$ cat src/rht_pkg.sv
// ----------------------------------------------------------------------------
// rht_pkg
// Shared types and constants for the reference-counted handle table.
// ----------------------------------------------------------------------------
`default_nettype none

package rht_pkg;

  localparam int DEF_TABLE_DEPTH = 64;
  localparam int DEF_COUNT_WIDTH = 16;

  localparam int HANDLE_W    = 32;
  localparam int COUNT_OUT_W = 16;
  localparam int OCC_OUT_W   = 7;
  localparam int IN_TDATA_W  = 32;
  localparam int OUT_TDATA_W = 24;
  localparam int OUT_TUSER_W = 3;

  localparam logic OP_ACQUIRE = 1'b0;
  localparam logic OP_RELEASE = 1'b1;

  typedef struct packed {
    logic                   found;
    logic                   freed;
    logic                   dropped_full;
    logic [COUNT_OUT_W-1:0] count_after;
    logic [OCC_OUT_W-1:0]   entries_in_use;
  } rht_res_t;

endpackage

`default_nettype wire

$ cat src/refcount_handle_table.sv
// ----------------------------------------------------------------------------
// refcount_handle_table
// Packed table of resource handles with saturating reference counts.
//
//   channel  dir  tdata                          tuser
//   in_      in   handle[31:0]                   opcode (0 acquire, 1 release)
//   out_     out  count_after[15:0],             found, freed, dropped_full
//                 entries_in_use[22:16]
//
// A request scans the used slots from slot 0 until it finds its handle or runs
// out; a release that removes its entry then moves the tail down one slot at a
// time through the write port. The table memory has one write and one registered
// read port. Reset clears occupancy and control state, not the table memory. A
// finished result sits in the output register, so the next request is taken
// while it waits; a stalled output holds the sequencer in its last step.
// ----------------------------------------------------------------------------
`default_nettype none

module refcount_handle_table #(
  parameter int TABLE_DEPTH = rht_pkg::DEF_TABLE_DEPTH,
  parameter int COUNT_WIDTH = rht_pkg::DEF_COUNT_WIDTH
) (
  input  wire logic                            clk,
  input  wire logic                            rst_n,
  input  wire logic                            in_tvalid,
  output logic                                 in_tready,
  input  wire logic [rht_pkg::IN_TDATA_W-1:0]  in_tdata,   // handle
  input  wire logic                            in_tuser,   // opcode
  output logic                                 out_tvalid,
  input  wire logic                            out_tready,
  output logic [rht_pkg::OUT_TDATA_W-1:0]      out_tdata,  // count_after, entries_in_use
  output logic [rht_pkg::OUT_TUSER_W-1:0]      out_tuser   // found, freed, dropped_full
);
  import rht_pkg::*;

  logic                   ctrl_ready;
  logic                   res_vld;
  logic                   res_rdy;
  rht_res_t               res;
  logic                   out_vld_r;
  logic [OUT_TDATA_W-1:0] out_data_r;
  logic [OUT_TUSER_W-1:0] out_user_r;

  assign in_tready  = ctrl_ready;
  assign res_rdy    = !out_vld_r || out_tready;
  assign out_tvalid = out_vld_r;
  assign out_tdata  = out_data_r;
  assign out_tuser  = out_user_r;

  rht_ctrl #(
    .TABLE_DEPTH (TABLE_DEPTH),
    .COUNT_WIDTH (COUNT_WIDTH)
  ) u_ctrl (
    .clk          (clk),
    .rst_n        (rst_n),
    .start        (in_tvalid && ctrl_ready),
    .start_op     (in_tuser),
    .start_handle (in_tdata),
    .ready        (ctrl_ready),
    .res_vld      (res_vld),
    .res_rdy      (res_rdy),
    .res          (res)
  );

  always_ff @(posedge clk) begin
    if (!rst_n) begin
      out_vld_r <= 1'b0;
    end else if (res_rdy) begin
      out_vld_r <= res_vld;
    end
  end

  always_ff @(posedge clk) begin
    if (res_vld && res_rdy) begin
      out_data_r <= {1'b0, res.entries_in_use, res.count_after};
      out_user_r <= {res.dropped_full, res.freed, res.found};
    end
  end

endmodule

`default_nettype wire

$ cat src/rht_ctrl.sv
// ----------------------------------------------------------------------------
// rht_ctrl
// Sequencer and table memory: scans entries through one compare unit, updates
// the count, appends new handles and shifts the tail down on removal.
// ----------------------------------------------------------------------------
`default_nettype none

module rht_ctrl #(
  parameter int TABLE_DEPTH = rht_pkg::DEF_TABLE_DEPTH,
  parameter int COUNT_WIDTH = rht_pkg::DEF_COUNT_WIDTH
) (
  input  wire logic                          clk,
  input  wire logic                          rst_n,
  input  wire logic                          start,
  input  wire logic                          start_op,
  input  wire logic [rht_pkg::HANDLE_W-1:0]  start_handle,
  output logic                               ready,
  output logic                               res_vld,
  input  wire logic                          res_rdy,
  output rht_pkg::rht_res_t                  res
);
  import rht_pkg::*;

  localparam int IDX_W = $clog2(TABLE_DEPTH);
  localparam int OCC_W = $clog2(TABLE_DEPTH + 1);
  localparam int ENT_W = HANDLE_W + COUNT_WIDTH;

  typedef enum logic [2:0] {
    S_IDLE,
    S_SCAN,
    S_HIT,
    S_SHIFT,
    S_MISS,
    S_DONE
  } state_t;

  state_t                 state_r;
  logic                   op_r;
  logic [HANDLE_W-1:0]    hdl_r;
  logic [OCC_W-1:0]       occ_r;
  logic [OCC_W-1:0]       scan_idx_r;
  logic                   cmp_vld_r;
  logic [IDX_W-1:0]       cmp_idx_r;
  logic [IDX_W-1:0]       slot_r;
  logic [COUNT_WIDTH-1:0] cnt_r;
  logic [COUNT_WIDTH-1:0] res_cnt_r;
  logic                   found_r;
  logic                   freed_r;
  logic                   dropped_r;

  logic [ENT_W-1:0]       mem_r [TABLE_DEPTH];
  logic [ENT_W-1:0]       rd_data_r;

  logic [IDX_W-1:0]       rd_addr;
  logic                   issue;
  logic [HANDLE_W-1:0]    rd_hdl;
  logic [COUNT_WIDTH-1:0] rd_cnt;
  logic                   match;
  logic [COUNT_WIDTH-1:0] cnt_inc;
  logic [COUNT_WIDTH-1:0] cnt_dec;
  logic                   cnt_low;
  logic                   full;
  logic                   we;
  logic [IDX_W-1:0]       waddr;
  logic [ENT_W-1:0]       wdata;
  logic [COUNT_WIDTH+COUNT_OUT_W-1:0] cnt_wide;
  logic [OCC_W+OCC_OUT_W-1:0]         occ_wide;

  assign rd_addr  = scan_idx_r[IDX_W-1:0];
  assign issue    = (scan_idx_r < occ_r);
  assign rd_hdl   = rd_data_r[ENT_W-1:COUNT_WIDTH];
  assign rd_cnt   = rd_data_r[COUNT_WIDTH-1:0];
  assign match    = cmp_vld_r && (rd_hdl == hdl_r);
  assign cnt_inc  = (cnt_r == {COUNT_WIDTH{1'b1}}) ? cnt_r : cnt_r + 1'b1;
  assign cnt_dec  = cnt_r - 1'b1;
  assign cnt_low  = (cnt_r[COUNT_WIDTH-1:1] == '0);
  assign full     = (occ_r == OCC_W'(TABLE_DEPTH));

  assign ready    = (state_r == S_IDLE);
  assign res_vld  = (state_r == S_DONE);
  assign cnt_wide = {{COUNT_OUT_W{1'b0}}, res_cnt_r};
  assign occ_wide = {{OCC_OUT_W{1'b0}}, occ_r};

  always_comb begin
    res.found          = found_r;
    res.freed          = freed_r;
    res.dropped_full   = dropped_r;
    res.count_after    = cnt_wide[COUNT_OUT_W-1:0];
    res.entries_in_use = occ_wide[OCC_OUT_W-1:0];
  end

  always_comb begin
    we    = 1'b0;
    waddr = slot_r;
    wdata = {hdl_r, cnt_inc};
    unique case (state_r)
      S_HIT: begin
        if (op_r == OP_ACQUIRE) begin
          we = 1'b1;
        end else if (!cnt_low) begin
          we    = 1'b1;
          wdata = {hdl_r, cnt_dec};
        end
      end
      S_SHIFT: begin
        we    = cmp_vld_r;
        waddr = cmp_idx_r - 1'b1;
        wdata = rd_data_r;
      end
      S_MISS: begin
        we    = (op_r == OP_ACQUIRE) && !full;
        waddr = occ_r[IDX_W-1:0];
        wdata = {hdl_r, COUNT_WIDTH'(1)};
      end
      default: begin
        we = 1'b0;
      end
    endcase
  end

  always_ff @(posedge clk) begin
    if (we) begin
      mem_r[waddr] <= wdata;
    end
    rd_data_r <= mem_r[rd_addr];
  end

  always_ff @(posedge clk) begin
    if (!rst_n) begin
      state_r   <= S_IDLE;
      occ_r     <= '0;
      cmp_vld_r <= 1'b0;
    end else begin
      unique case (state_r)
        S_IDLE: begin
          if (start) begin
            op_r       <= start_op;
            hdl_r      <= start_handle;
            scan_idx_r <= '0;
            cmp_vld_r  <= 1'b0;
            found_r    <= 1'b0;
            freed_r    <= 1'b0;
            dropped_r  <= 1'b0;
            state_r    <= S_SCAN;
          end
        end
        S_SCAN: begin
          if (match) begin
            slot_r    <= cmp_idx_r;
            cnt_r     <= rd_cnt;
            cmp_vld_r <= 1'b0;
            state_r   <= S_HIT;
          end else if (issue) begin
            cmp_vld_r  <= 1'b1;
            cmp_idx_r  <= scan_idx_r[IDX_W-1:0];
            scan_idx_r <= scan_idx_r + 1'b1;
          end else begin
            cmp_vld_r <= 1'b0;
            state_r   <= S_MISS;
          end
        end
        S_HIT: begin
          found_r <= 1'b1;
          if (op_r == OP_ACQUIRE) begin
            res_cnt_r <= cnt_inc;
            state_r   <= S_DONE;
          end else if (cnt_low) begin
            freed_r    <= 1'b1;
            res_cnt_r  <= '0;
            scan_idx_r <= OCC_W'(slot_r) + 1'b1;
            state_r    <= S_SHIFT;
          end else begin
            res_cnt_r <= cnt_dec;
            state_r   <= S_DONE;
          end
        end
        S_SHIFT: begin
          if (issue) begin
            cmp_vld_r  <= 1'b1;
            cmp_idx_r  <= scan_idx_r[IDX_W-1:0];
            scan_idx_r <= scan_idx_r + 1'b1;
          end else begin
            cmp_vld_r <= 1'b0;
            occ_r     <= occ_r - 1'b1;
            state_r   <= S_DONE;
          end
        end
        S_MISS: begin
          res_cnt_r <= '0;
          if (op_r == OP_ACQUIRE) begin
            if (full) begin
              dropped_r <= 1'b1;
            end else begin
              occ_r     <= occ_r + 1'b1;
              res_cnt_r <= COUNT_WIDTH'(1);
            end
          end
          state_r <= S_DONE;
        end
        S_DONE: begin
          if (res_rdy) begin
            state_r <= S_IDLE;
          end
        end
        default: begin
          state_r <= S_IDLE;
        end
      endcase
    end
  end

endmodule

`default_nettype wire

$ cat config.mk
export PLATFORM = sky130hd
export DESIGN_NAME = refcount_handle_table
export DESIGN_NICKNAME = d
export VERILOG_FILES = /design/src/rht_pkg.sv /design/src/refcount_handle_table.sv /design/src/rht_ctrl.sv
export SDC_FILE = /design/constraint.sdc
export NUM_CORES = 2
export LEC_CHECK = 0
export BUFFER_PORTS_ARGS = -buffer_cell sky130_fd_sc_hd__buf_2
export CAP_MARGIN = 25
export CORE_MARGIN = 5
export CORE_UTILIZATION = 45
export DETAILED_ROUTE_END_ITERATION = 10
export SLEW_MARGIN = 20
export SYNTH_ARGS = -nofsm -noshare
export SYNTH_HDL_FRONTEND = slang
export SYNTH_SLANG_ARGS = --single-unit
$ cat constraint.sdc
create_clock -name clk -period 5.2 [get_ports clk]
set_input_delay 0 -clock clk [delete_from_list [all_inputs] [get_ports clk]]
set_output_delay 0 -clock clk [all_outputs]
set_load 0.01 [all_outputs]
==> After elaboration in Yosys (flattened, before gate mapping) <==
Memories as Yosys holds them, arrays and structs flattened. A register that Yosys moved wholly into a read port is not among the register bits.
Index checks and enable logic that the tools add are counted.
{ "totals": {"regBits": 125, "ram_bits": 3072, "inputBits": 37, "out_inout_bits": 29, "wordCells": 118, "n_memories": 1} }
{ "mem_list": {"columns": ["memory", "words", "width", "rd", "rd_clocked_by_memory_dff", "write_ports", "line", "rtl"], "rows": [
  ["u_ctrl.mem_r", 64, 48, 1, 1, 1, "rht_ctrl.sv:51", "logic [ENT_W-1:0] mem_r [TABLE_DEPTH];"]
]} }
{ "op_classes": {"add_sub_neg": 7, "magnitude_cmp": 1, "n_eq_ne": 18, "n_mux": 47, "bitwise_logic": 1, "n_reduce_logical": 27} }
{ "ops": {"columns": ["op", "n"], "rows": [
  ["one-hot mux 48 bit (3 select lines)", 1],
  ["two-way mux 16 bit", 6],
  ["two-way mux 7 bit", 8],
  ["== test 32 bit", 1],
  ["one-hot mux 16 bit (2 select lines)", 1],
  ["one-hot mux 7 bit (4 select lines)", 1],
  ["one-hot mux 6 bit (2 select lines)", 2],
  ["two-way mux 3 bit", 7],
  ["one-hot mux 3 bit (6 select lines)", 1],
  ["adder 16 x 1 -> 16 bit, second input constant", 1],
  ["== test 16 bit, second input constant", 1],
  ["subtractor 16 x 1 -> 16 bit, second input constant", 1],
  ["zero test 15 bit", 1],
  ["adder 7 x 1 -> 7 bit, second input constant", 2],
  ["one-hot mux 7 bit (2 select lines)", 1],
  ["two-way mux 1 bit", 12],
  ["two-way mux 6 bit", 2],
  ["AND reduction 3 bit", 4],
  ["!= test 2 x 1 -> 1 bit, second input constant", 5],
  ["AND reduction 5 bit", 2],
  ["nonzero test 2 bit", 5],
  ["!= test 2 bit, second input constant", 4],
  ["AND reduction 4 bit", 2],
  ["adder 6 x 1 -> 7 bit, second input constant", 1],
  ["19 further kinds", 29]
]} }

==> Logic depth before layout (Yosys ltp) <==
{ "depth": {"ltp_word": 6, "depth_mapped": 10, "mapped_depth_nobuf": 9} }

==> Cells and area by module <==
Synthesis repeated with hierarchy kept, for this count alone.
{ "hier_totals": {"cells_unflattened": 5558, "hier_area_um2": 123586.0} }
{ "modules_own_cells": {"columns": ["module", "instances", "cells_each", "area_per_inst_um2"], "rows": [
  ["rht_ctrl", 1, 5524, 122730.2],
  ["refcount_handle_table", 1, 34, 855.8]
]} }

==> Worst setup path after synthesis <==
Ideal clock, no wire load.
{ "synth_timing": {"kind": "flip-flop to flip-flop", "startpoint": "reg u_ctrl.cnt_r[8]", "endpoint": "mem u_ctrl.mem_r[0][14] (netlist bit) (data pin)", "setup_time_ns": 0.740, "arrival_ns": 4.428, "path_slack_ns": 0.033, "path_stages_with_launch": 8, "n_path_buf": 3, "synth_period_minus_slack_ns": 5.167, "cell_sequence": "edfxtp_1 -> buf_4 -> nor4_4 -> a41o_1 -> buf_2 -> buf_1 -> a21oi_1 -> a221oi_1"} }
{ "synth_between": {"elab_chain_len": 5, "word_cells_on_any_way": 8, "cone_classes": "2 x add/sub; 1 x eq/ne; 4 x mux; 1 x reduce/logical"} }
{ "synth_lines": {"columns": ["element", "line", "rtl"], "rows": [
  ["start: declaration", "rht_ctrl.sv:45", "logic [COUNT_WIDTH-1:0] cnt_r;"],
  ["start signal: assignment", "rht_ctrl.sv:150", "cnt_r <= rd_cnt;"],
  ["adder 16 x 1 -> 16 bit or == test 16 bit (tied branches)", "rht_ctrl.sv:74", "assign cnt_inc = (cnt_r == {COUNT_WIDTH{1'b1}}) ? cnt_r : cnt_r + 1'b1;"],
  ["two-way mux 16 bit", "rht_ctrl.sv:74", null],
  ["two-way mux 16 bit", "rht_ctrl.sv:100", "end else if (!cnt_low) begin"],
  ["two-way mux 16 bit", "rht_ctrl.sv:98", "if (op_r == OP_ACQUIRE) begin"],
  ["one-hot mux 48 bit (3 select lines) *", "rht_ctrl.sv:96", "unique case (state_r)"],
  ["via u_ctrl.wdata[14]", "rht_ctrl.sv:65", "logic [ENT_W-1:0] wdata;"],
  ["end: declaration", "rht_ctrl.sv:51", null]
]} }
The timed path passes the listed nets; every way through them passes the cells marked *.

==> Worst setup path after layout <==
{ "layout_timing": {"startpoint": "reg u_ctrl.state_r[0]", "endpoint": "mem u_ctrl.mem_r[34][2] (netlist bit) (enable)"} }
{ "layout_between": {"elab_chain_len": 4, "word_cells_on_any_way": 7, "cone_classes": "3 x eq/ne; 4 x mux"} }
{ "layout_lines": {"columns": ["element", "line", "rtl"], "rows": [
  ["start: declaration", "rht_ctrl.sv:37", "state_t state_r;"],
  ["start signal: assignment", "rht_ctrl.sv:130", "state_r <= S_IDLE;"],
  ["start signal: assignment", "rht_ctrl.sv:144", "state_r <= S_SCAN;"],
  ["start signal: assignment", "rht_ctrl.sv:152", "state_r <= S_HIT;"],
  ["== test 3 bit or == test 3 x 2 -> 1 bit (tied branches)", "rht_ctrl.sv:96", null],
  ["one-hot mux 1 bit (3 select lines)", "rht_ctrl.sv:96", null],
  ["two-way mux 1 bit", "rht_ctrl.sv:122", "if (we) begin"],
  ["two-way mux 1 bit (implied by the code)", "rht_ctrl.sv:123", "mem_r[waddr] <= wdata;"]
]} }
Parallel ways exist; a longest one is shown, timed or not.

==> metrics.cfg <==
[run_status]
status=finished, final reports clean

[logic_synthesis]
synth_cell_types=79
ys_warn_count=0
syn_nets=5656
seq_area_frac_synth_pct=77.8
synth-edff-count=3185
synthFlopType=edfxtp_1
postSynth.asyncResetShare_pct=0
synth_area_sq_um=124000
synth_area_per_cell_sq_um=22.2
synth_seq_cells=3245
synthCells=5598

[detailed_routing]
drtIter0Drc=8041
postRouteAntennaNets=0
vias=60900
routed_wl_mm=346
drc=0
avgRoutedWirePerCell_um=34.7
first_pass_iters=6
drt-vias-per-instance=6.10

[cts]
cts_resized=0
clockRootBuffer=clkbuf_16
clkTransAtPathRegs_ps=60
clockBufferDepth=4
cts_tree=yes
post-cts-setup-buffers=0
numCtsBuffers=334
htree_levels=5
cts_sinks=3245
clk_latency_ps=900

[setup_path]
cp_top_family=simple AND/OR/NAND/NOR gates
cpMaxStageDelayCell=nor2_4
critPathLaunchType=register
worst_setup_path_end_kind=register
path_cells=nor3b_2, buf_4, inv_2, a311oi_1, a21oi_1, a211oi_2, nand2_2, nor2_4, buf_4
slowest_delay_ps=670
cp.required_ps=5730
critPathBufInv=3
criticalPathCategory=register to register
cp_common_cell=buf_4
crit_arrival_ps=5100
cp_max_fo=25

[timing]
skew_ps=61.1
fmaxAchievable_mhz=219
finalCritPeriodShare_pct=87.9
maxSlewHeadroom_pct=25.7
setup_viol=0
slew_viol_final=0
rsz0062_at_grt=no
worst_pin_slew_ps=1110
finalHoldViolations=0
layout_min_cycle_time_ps=4570
fin_setup_tns_ps=0

[pwr]
p_seq_share_pct=50.2
power_density_nw_per_um2=410
power_frac_comb_pct=10.0
p_clk_share_pct=39.8
vdd_drop_max_uv=285
p_sw_share_pct=23.8
leakage_nw=44.7
power_report.internal_total_mw=44.6
power.switching_mw=13.9

[global_route]
gr-usage-all-layers_pct=23.9
grt_pass1_vias=60700
grt_max_degree=87
grt_overflow_total=0
grt_pass1_wl_mm=482
antenna_found_initial=23

[cells_and_area]
final_nets=6060
final_cell_mix=3185 x edfxtp_1, 792 x mux4_2, 341 x clkbuf_16
fin_cells=9977
fin_area_sq_um=143000
area_delta_synth_final_pct=14.7
layout.cells.most_common=edfxtp_1
layout-drive-gt1-share_pct=27.4

[placement]
place_congestion=0.878
place_area_sq_um=131000
io_buffers=64
dp_hpwl_mm=210
placed_cells=9301

[floorplanning]
die_area_sq_um=287000
core_sq_um=276000
initial_core_util_pct=45.1
ios=66
die_h_um=536
num_rows=193
fp.dieW_um=536

[min_path]
hp-class=input pin to register

[job]
cap_violations=0

[per-stage QoR]
step	power (mW)	utilization, %	hold WS [ps]	worst slack (ps)
after global placement	35.7	47.6	176	859
final	58.5	51.7	87.3	631
after floorplan	33.0	-	98.9	32.7
after CTS	58.9	51.7	49.1	767
after detailed placement	35.7	47.6	179	788
after global routing	60.2	51.7	72.6	525
[what timing repair did]
item | in CTS | in global routing
endpoints found under the setup margin | 0 | 0
hold endpoints to repair | 79 | 0
hold buffers | 70 | 0
[power groups by stage]
stage          Combinational [mW]  Sequential, mW  Clock [mW]
4_1_cts                      5.85            29.4        23.7
6_report                     5.82            29.4        23.3
3_5_place_dp                 5.79            29.9           0
5_1_grt                      6.06            29.4        24.8
2_1_floorplan                3.29            29.7           0
3_3_place_gp                 5.74            29.9           0
[state kept, by name, indices dropped and copies added (netlist names)]
| signal | cells |
|---|---|
| u_ctrl.slot_r | 6 |
| u_ctrl.op_r | 1 |
| u_ctrl.rd_data_r | 48 |
| u_ctrl.mem_r | 3072 |
| out_tvalid | 1 |
| u_ctrl.hdl_r | 32 |
| u_ctrl.state_r | 3 |
| u_ctrl.found_r | 1 |
| u_ctrl.occ_r | 7 |
| u_ctrl.cmp_vld_r | 1 |
| u_ctrl.cnt_r | 16 |
| out_tuser | 3 |
| u_ctrl.dropped_r | 1 |
| u_ctrl.res_cnt_r | 16 |
| u_ctrl.cmp_idx_r | 6 |
| out_tdata | 23 |
| u_ctrl.scan_idx_r | 7 |
| u_ctrl.freed_r | 1 |
[worst min-delay path, stage by stage]
cell and delay (ps):
dlygate4sd3_1 580, buf_2 210, o21a_1 130
[cells by family (layout without fill, tap and decap cells)]
kind of cell,count (synthesis),in the layout,share of synthesized area [%]
adders and majority gates,21,21,0.217
and+or+nand+nor,521,521,2.00
buffers and inverters,337,997,1.21
xor gates and xnor gates,56,56,0.394
other,1,15,0.00301
AOI/OAI and AO/OA,485,485,2.88
muxes,932,932,15.5
DFF,3245,3245,77.8
[cells in the mapped netlist (all sizes together), types with 4 or more instances]
| cell type | instances | share of area (%) |
|---|---|---|
| a211oi | 36 | 0.22 |
| a21o | 5 | 0.030 |
| a21oi | 63 | 0.26 |
| a221o | 4 | 0.032 |
| a221oi | 46 | 0.32 |
| a22o | 42 | 0.30 |
| a22oi | 166 | 1.0 |
| a31oi | 9 | 0.045 |
| and2 | 10 | 0.050 |
| and3 | 11 | 0.055 |
| and4 | 4 | 0.028 |
| buf | 171 | 0.71 |
| clkbuf | 142 | 0.43 |
| dfxtp | 60 | 0.97 |
| edfxtp | 3185 | 77 |
| ha | 20 | 0.20 |
| inv | 23 | 0.069 |
| mux2 | 8 | 0.072 |
| mux2i | 132 | 1.1 |
| mux4 | 792 | 14 |
| nand2 | 205 | 0.63 |
| nand2b | 9 | 0.045 |
| nand3 | 20 | 0.084 |
| nand4 | 14 | 0.075 |
| nor2 | 157 | 0.54 |
| nor2b | 11 | 0.055 |
| nor3 | 33 | 0.14 |
| nor3b | 6 | 0.036 |
| nor4 | 16 | 0.12 |
| o21a | 4 | 0.024 |
| o21ai | 29 | 0.12 |
| o221ai | 24 | 0.17 |
| o22ai | 27 | 0.14 |
| or3 | 12 | 0.060 |
| or4 | 7 | 0.042 |
| xnor2 | 27 | 0.19 |
| xor2 | 29 | 0.20 |
[final timing paths]
check | startpoint | endpoint | slack [ps] | cells past startpoint
hold reg to reg | u_ctrl.res_cnt_r[14]$_SDFFCE_PN0P_ | out_tdata[14]$_DFFE_PP_ | 430 | 0
setup reg to reg | u_ctrl.state_r[0]$_SDFFE_PN0P_ | u_ctrl.mem_r[34][2]$_DFFE_PP_ | 630 | 9
hold / removal | rst_n | u_ctrl.state_r[1]$_SDFFE_PN0P_ | 90 | 3
setup / recovery | u_ctrl.state_r[0]$_SDFFE_PN0P_ | u_ctrl.mem_r[34][2]$_DFFE_PP_ | 630 | 9
[metal layers]
metal / vias to the layer above / GRT usage [%] / part of all wire (%)
met2: 2919 / 39.0 / 49
li1: 24600 / - / -
met5: - / 0 / 0
met1: 32800 / 32.6 / 38
met4: 0 / 8.57 / 4.2
met3: 544 / 4.14 / 8.0
[cell type report]
type | count | area [sq um]
fillers | 21400 | 133000
well taps | 3705 | 4640
inverters | 24 | 97.6
clock inverters | 161 | 1560
repair buffers | 381 | 3610
flip-flops and latches | 3245 | 96800
multi-input cells | 2016 | 26900
diodes | 14 | 35.0
clock buffers | 431 | 8950
Note: power is estimated with default switching activity, not from simulation.
